[config.mk]
export PLATFORM = sky130hd
export DESIGN_NAME = pahc_cmp
export DESIGN_NICKNAME = d
export VERILOG_FILES = /design/src/rtl/core/pahc_pkg.sv /design/src/rtl/core/pahc_cmp.sv
export SDC_FILE = /design/constraint.sdc
export NUM_CORES = 1
export LEC_CHECK = 0
export BUFFER_PORTS_ARGS = -buffer_cell sky130_fd_sc_hd__buf_4
export CORE_UTILIZATION = 43
export CTS_CLUSTER_SIZE = 14
export DETAILED_ROUTE_END_ITERATION = 8
export GPL_TIMING_DRIVEN = 0
export PLACE_DENSITY_LB_ADDON = 0.3
export SYNTH_ARGS = -nofsm -noshare
export SYNTH_HDL_FRONTEND = slang
export SYNTH_SLANG_ARGS = --single-unit
export TNS_END_PERCENT = 50
[constraint.sdc]
create_clock -name i_clk -period 2.95 [get_ports i_clk]
set_clock_uncertainty 0.15 [all_clocks]
set_input_delay 0 -clock i_clk [delete_from_list [all_inputs] [get_ports i_clk]]
set_output_delay 0 -clock i_clk [all_outputs]
set_load 0.01 [all_outputs]
[src/rtl/core/pahc_pkg.sv]
// Shared constants, codes and types of the pixel attractor hill-climb unit.
`timescale 1ns / 1ps

package pahc_pkg;

    // Default sizes of the stamp and of one sample.
    localparam int MAX_WIDTH_DEF   = 64;
    localparam int MAX_HEIGHT_DEF  = 64;
    localparam int SAMPLE_BITS_DEF = 32;

    // Walk coordinates: a configured dimension is at most 127.
    localparam int COORD_W = 7;
    localparam int CFG_W   = 7;
    localparam int STEP_W  = 12;

    localparam logic [CFG_W-1:0]  CFG_RESET = 7'd64;
    localparam logic [STEP_W-1:0] STEP_MAX  = 12'hFFF;

    // Input item commands.
    localparam logic CMD_LOAD  = 1'b0;
    localparam logic CMD_QUERY = 1'b1;

    // Register indexes (byte address bit 2).
    localparam logic REG_WIDTH  = 1'b0;
    localparam logic REG_HEIGHT = 1'b1;

    // Probe order of one step; the winning probe is also the move direction,
    // and the centre as winner means no move.
    typedef enum logic [2:0] {
        PRB_CENTRE = 3'd0,
        PRB_LEFT   = 3'd1,
        PRB_UP     = 3'd2,
        PRB_RIGHT  = 3'd3,
        PRB_DOWN   = 3'd4
    } t_probe;

    // Control of the compare unit for the sample that arrives from memory.
    typedef struct packed {
        logic   en;
        t_probe probe;
    } t_cmp_ctrl;

endpackage

[src/rtl/core/pahc_cmp.sv]
// Shared compare unit: ranks each probed sample against the best one of the step.
`timescale 1ns / 1ps

module pahc_cmp #(
    parameter int KEY_W = pahc_pkg::SAMPLE_BITS_DEF
) (
    input  logic                i_clk,
    input  logic                i_rst_n,
    input  pahc_pkg::t_cmp_ctrl i_ctrl,
    input  logic [KEY_W-1:0]    i_key,
    output pahc_pkg::t_probe    o_dir
);

    logic [KEY_W-1:0] r_best;
    logic [KEY_W-1:0] n_best;
    pahc_pkg::t_probe r_dir;
    pahc_pkg::t_probe n_dir;
    logic             strict;
    logic             win;

    // Left and up need a strictly greater key; right and down win on a tie.
    always_comb begin
        strict = i_ctrl.probe inside {pahc_pkg::PRB_LEFT, pahc_pkg::PRB_UP};
        win    = strict ? (i_key > r_best) : (i_key >= r_best);
        n_best = r_best;
        n_dir  = r_dir;
        if (i_ctrl.en && (i_ctrl.probe == pahc_pkg::PRB_CENTRE || win)) begin
            n_best = i_key;
            n_dir  = i_ctrl.probe;
        end
    end

    always_ff @(posedge i_clk) begin
        if (!i_rst_n) begin
            r_dir <= pahc_pkg::PRB_CENTRE;
        end else begin
            r_dir <= n_dir;
        end
        r_best <= n_best;
    end

    assign o_dir = n_dir;

endmodule

After elaboration in Yosys (flattened, before gate mapping)
Cells that the tools add are included.
{"block": "word_totals", "reg_bits": 35, "inputBits": 38, "output_inout_bits": 3, "word_cells": 12}
{"block": "op_classes", "order_cmp": 2, "eq_ne": 2, "mux": 2, "n_reduce_logical": 4}
{"cell": "$ge 32x32->1", "n": 1}
{"cell": "$gt 32x32->1", "n": 1}
{"cell": "$eq 3x1->1 const B", "n": 1}
{"cell": "$eq 3x2->1 const B", "n": 1}
{"cell": "$logic_not 3->1", "n": 1}
{"cell": "$mux 3", "n": 1}
{"cell": "$reduce_bool 2->1", "n": 1}
{"cell": "$logic_and 1x1->1", "n": 1}
{"cell": "$logic_or 1x1->1", "n": 1}
{"cell": "$mux 1", "n": 1}

Depth between registers and ports, before layout
{"block": "logic_depth", "depth_word": 6, "ltp_mapped": 8, "mapped_depth_nobuf": 8}

Worst setup path after synthesis
OpenSTA, ideal clock, no wires.
{"block": "synth_timing", "kind": "register to register", "start": "register r_best[13]", "end": "register r_best[0], enable pin", "setup_ps": 389, "t_arrival_ps": 2148, "required_ps": 2411, "path_slack_ps": 263, "stages_incl_launch_ff": 8, "path_buffers": 0, "period_less_slack_ps": 2687, "path_cell_list": "edfxtp_1 -> inv_1 -> ha_1 -> nand4_2 -> nor4_2 -> a21boi_2 -> o311ai_2 -> a21oi_4"}
{"block": "synth_between", "elab_chain_cells": 4, "word_cells_on_any_way": 5, "classes_between": "order compare: 2; mux: 1; reduce/logical: 2"}
{"element": "start, declared", "line": "pahc_cmp.sv:14", "text": "logic [KEY_W-1:0] r_best;"}
{"element": "start signal, assigned", "line": "pahc_cmp.sv:39", "text": "r_best <= n_best;"}
{"element": "$ge 32x32->1 / $gt 32x32->1 (equally long branches)", "line": "pahc_cmp.sv:24", "text": "win = strict ? (i_key > r_best) : (i_key >= r_best);"}
{"element": "$mux 1 *", "line": "pahc_cmp.sv:24"}
{"element": "$logic_or 1x1->1 *", "line": "pahc_cmp.sv:27", "text": "if (i_ctrl.en && (i_ctrl.probe == pahc_pkg::PRB_CENTRE || win)) begin"}
{"element": "$logic_and 1x1->1 *", "line": "pahc_cmp.sv:27"}
Every way passes the cells marked *; elsewhere a longest branch is shown, timed or not.
A chain may end at the register's enable or synchronous reset.

Final worst setup path
{"block": "layout_timing", "start": "input i_key[27]", "end": "output o_dir[1]"}
{"block": "layout_between", "elab_chain_cells": 5, "word_cells_on_any_way": 6, "classes_between": "order compare: 2; mux: 2; reduce/logical: 2"}
{"element": "start, declared", "line": "pahc_cmp.sv:10", "text": "input logic [KEY_W-1:0] i_key,"}
{"element": "$ge 32x32->1 / $gt 32x32->1 (equally long branches)", "line": "pahc_cmp.sv:24"}
{"element": "$mux 1 *", "line": "pahc_cmp.sv:24"}
{"element": "$logic_or 1x1->1 *", "line": "pahc_cmp.sv:27"}
{"element": "$logic_and 1x1->1 *", "line": "pahc_cmp.sv:27"}
{"element": "$mux 3 *", "line": "pahc_cmp.sv:27"}
{"element": "end, declared", "line": "pahc_cmp.sv:11", "text": "output pahc_pkg::t_probe o_dir"}
Marks and branches as above.

==> impl_metrics.json <==
{
  "synth_cell_types": 30,
  "layout_common_cells": "buf_4 (42), dlygate4sd3_1 (39), edfxtp_1 (32), inv_1 (30), ha_1 (28)",
  "grt_pass1_wl_mm": 6.541,
  "crit_arrival_ns": 2.70,
  "synthesis.area_um2": 2013,
  "setup_viol": 0,
  "fin_crit_sh_pct": 96.77,
  "gp_congestion": 0.7725,
  "synthCells": 164,
  "finalWirelength_mm": 4.030,
  "cp_num_cells": 10,
  "die_h_um": 70.43,
  "yosys-top-cells-area": "edfxtp_1 (48%), ha_1 (20%), inv_1 (6.2%)",
  "muxShareOfSynthArea_pct": 3.729,
  "switchingPower_mw": 0.3021,
  "grt-ovfl-total": 0,
  "portBuffers": 40,
  "cts_sinks": 35,
  "clk_latency_ns": 0.29,
  "initial_core_util_pct": 45.61,
  "swShare_pct": 25.35,
  "slowest_delay_ns": 0.55,
  "h-tree-depth": 2,
  "wl_per_cell_um": 13.08,
  "core_um2": 4414,
  "vdd_drop_max_mv": 0.2970,
  "cp-end-kind": "primary output",
  "antenna_cells": 0,
  "holdPathStages": 3,
  "status": "completed",
  "synthSimpleGateAreaFrac_pct": 9.944,
  "drtAntennaViolNets": 0,
  "grt_pass1_vias": 1499,
  "cp_slowest_cell": "dlygate4sd3_1",
  "yosys_most_used_dff": "edfxtp_1",
  "design_area_um2": 2982,
  "die_area_um2": 4960,
  "fin_nets": 325,
  "min_period_ns": 2.855,
  "cts-root-buf": "clkbuf_8",
  "comb_power_share_pct": 23.3,
  "max_cap_viol_count": 0,
  "path_cells": "dlygate4sd3_1, buf_4, ha_4, nand4_1, nor4_4, nand4_1, o2111a_2, a21oi_4, mux2_4, buf_4",
  "grt_use_total_pct": 17.28,
  "synthAdderAreaFrac_pct": 19.89,
  "critPathKind": "in -> out",
  "layout.cells.most_common": "buf_4",
  "endpoint": "o_dir[1]",
  "crit_start": "i_key[27]",
  "grt_antenna_before_repair": 0,
  "placement.cell_area_um2": 2379,
  "worstPathRequired_ns": 2.80,
  "rows": 24,
  "synthArstFlopShare_pct": 0,
  "fmax_mhz": 350.3,
  "r2r-start": "r_best[26]",
  "place_inst": 256,
  "cts_buffers": 5,
  "syn_avg_cell_area_um2": 12.28,
  "area_growth_pct": 48.10,
  "die_w_um": 70.43,
  "n_fill_cell": 331,
  "worstMarginPinSlew_ns": 0.6900,
  "synth_area_leader_cell": "edfxtp_1",
  "r2r_setup_slack_ns": 0.16,
  "grt_max_degree": 20,
  "dp_hpwl_mm": 2.606,
  "via_per_inst": 4.893,
  "pin_count": 41,
  "synth-xor-area-share_pct": 0.4351,
  "crit_fanout": 5,
  "stdcell_count": 308,
  "p_per_area_nw_per_um2": 399.7,
  "syn_nets": 234,
  "netlist.area_leader.share_pct": 47.73,
  "drc_errors": 0,
  "power_frac_clock_pct": 27.2,
  "pwr-share-seq_pct": 49.5,
  "yosys_warnings": 0,
  "hp-class": "in -> reg",
  "relSlewSlack_pct": 53.89,
  "p_int_mw": 0.8896,
  "p_leak_nw": 1.330,
  "cp.buffers_inverters": 3,
  "synth_compound_area_share_pct": 9.136,
  "synth_seq_cells": 35,
  "reg2reg_to": "r_best[24]",
  "yosysSeqAreaShare_pct": 50.71,
  "synth_top_family_by_area": "adder cells",
  "drive_gt1_share_pct": 27.34,
  "first_iter_violations": 37,
  "cp-start-kind": "input pin",
  "finalHoldViolations": 0,
  "power_mw": 1.192,
  "synth_edf_count": 32,
  "drv_slew": 0,
  "crit_family": "buffers and inverters",
  "clock_path_buffers": 2,
  "reg2reg_depth": 7,
  "via_count": 1507,
  "firstDrtPassIters": 4,
  "cts_tree": "done",
  "clk_pin_slew_ns": 0.07
}
[how the worst min path moves through the flow]
stage	startpoint	end
detailed placement	i_key[25]	r_best[25]
global route	i_ctrl[3]	r_best[10]
global placement	i_key[29]	r_best[29]
finish	i_ctrl[3]	r_best[10]
floorplan	i_key[0]	r_best[0]
CTS	i_ctrl[3]	r_best[10]
[layer usage]
metal  up-vias  global-route usage (%)  share of wire [%]
met4         0                   8.444                1.8
li1        777                       -                  -
met5         -                       0                  0
met3         8                   4.906                4.0
met1       691                   21.02                 44
met2        31                   27.94                 50
[cells in the mapped netlist, types with 2 or more instances]
cell type and instances:
a21oi_1 12, nand4_1 2, nand4_2 2, dfxtp_1 3, mux2_4 3, ha_1 32
nand2_1 16, nand3_1 4, o21ai_0 3, edfxtp_1 32, mux2i_1 3, inv_1 33
nor2_1 2
[cells by family after synthesis]
family,count (synthesis)
flops,35
buf+inv,33
fa+ha+maj,32
simple gates,32
compound gates,25
mux,6
xor+xnor,1
[power groups by stage]
stage	combinational (mW)	clock, mW	sequential [mW]
2_1_floorplan	0.126	0	0.598
3_3_place_gp	0.204	0	0.599
3_5_place_dp	0.209	0	0.601
4_1_cts	0.259	0.339	0.590
5_1_grt	0.310	0.353	0.593
6_report	0.278	0.324	0.590
[through the flow]
stage	TNS (ns)	hold slack, ns	util [%]	worst slack, ns
finish	0	0.07848	67.55	0.09535
global route	-0.08487	0.08302	67.55	-0.03295
CTS	0	0.1191	65.25	0.05890
detailed placement	-8.187	0.04163	53.88	-0.3100
global placement	-5.451	0.04106	53.88	-0.2434
floorplan	0	-0.05113	-	0.2628
[flip-flops by register name, summed over array words and instances (netlist names)]
| name | cells |
|---|---|
| r_best | 32 |
| r_dir | 3 |
[timing repair]
item                                    CTS  global route
gates resized for setup                   1            13
cloned                                    1             0
hold buffers                             39             0
pin swaps                                 1             6
endpoints found under the setup margin   38             3
endpoints found under the hold margin    35             0
setup buffers                             2             2
[final cells by class]
type,count,area [µm²],area share [%]
Clock buffer,6,72.57,2.434
Clock inverter,2,7.507,0.2518
Inverter,33,123.9,4.154
Multi-Input combinational cell,97,963.4,32.31
Sequential cell,35,1021,34.24
Tap cell,52,65.06,2.182
Timing Repair Buffer,83,728.2,24.42
[tightest hold or removal path, cell delays in order]
cell and delay [ns]:
buf_4 0.12, o31ai_4 0.08, a21oi_4 0.12
No activity file was read; power rests on OpenSTA's default activity.
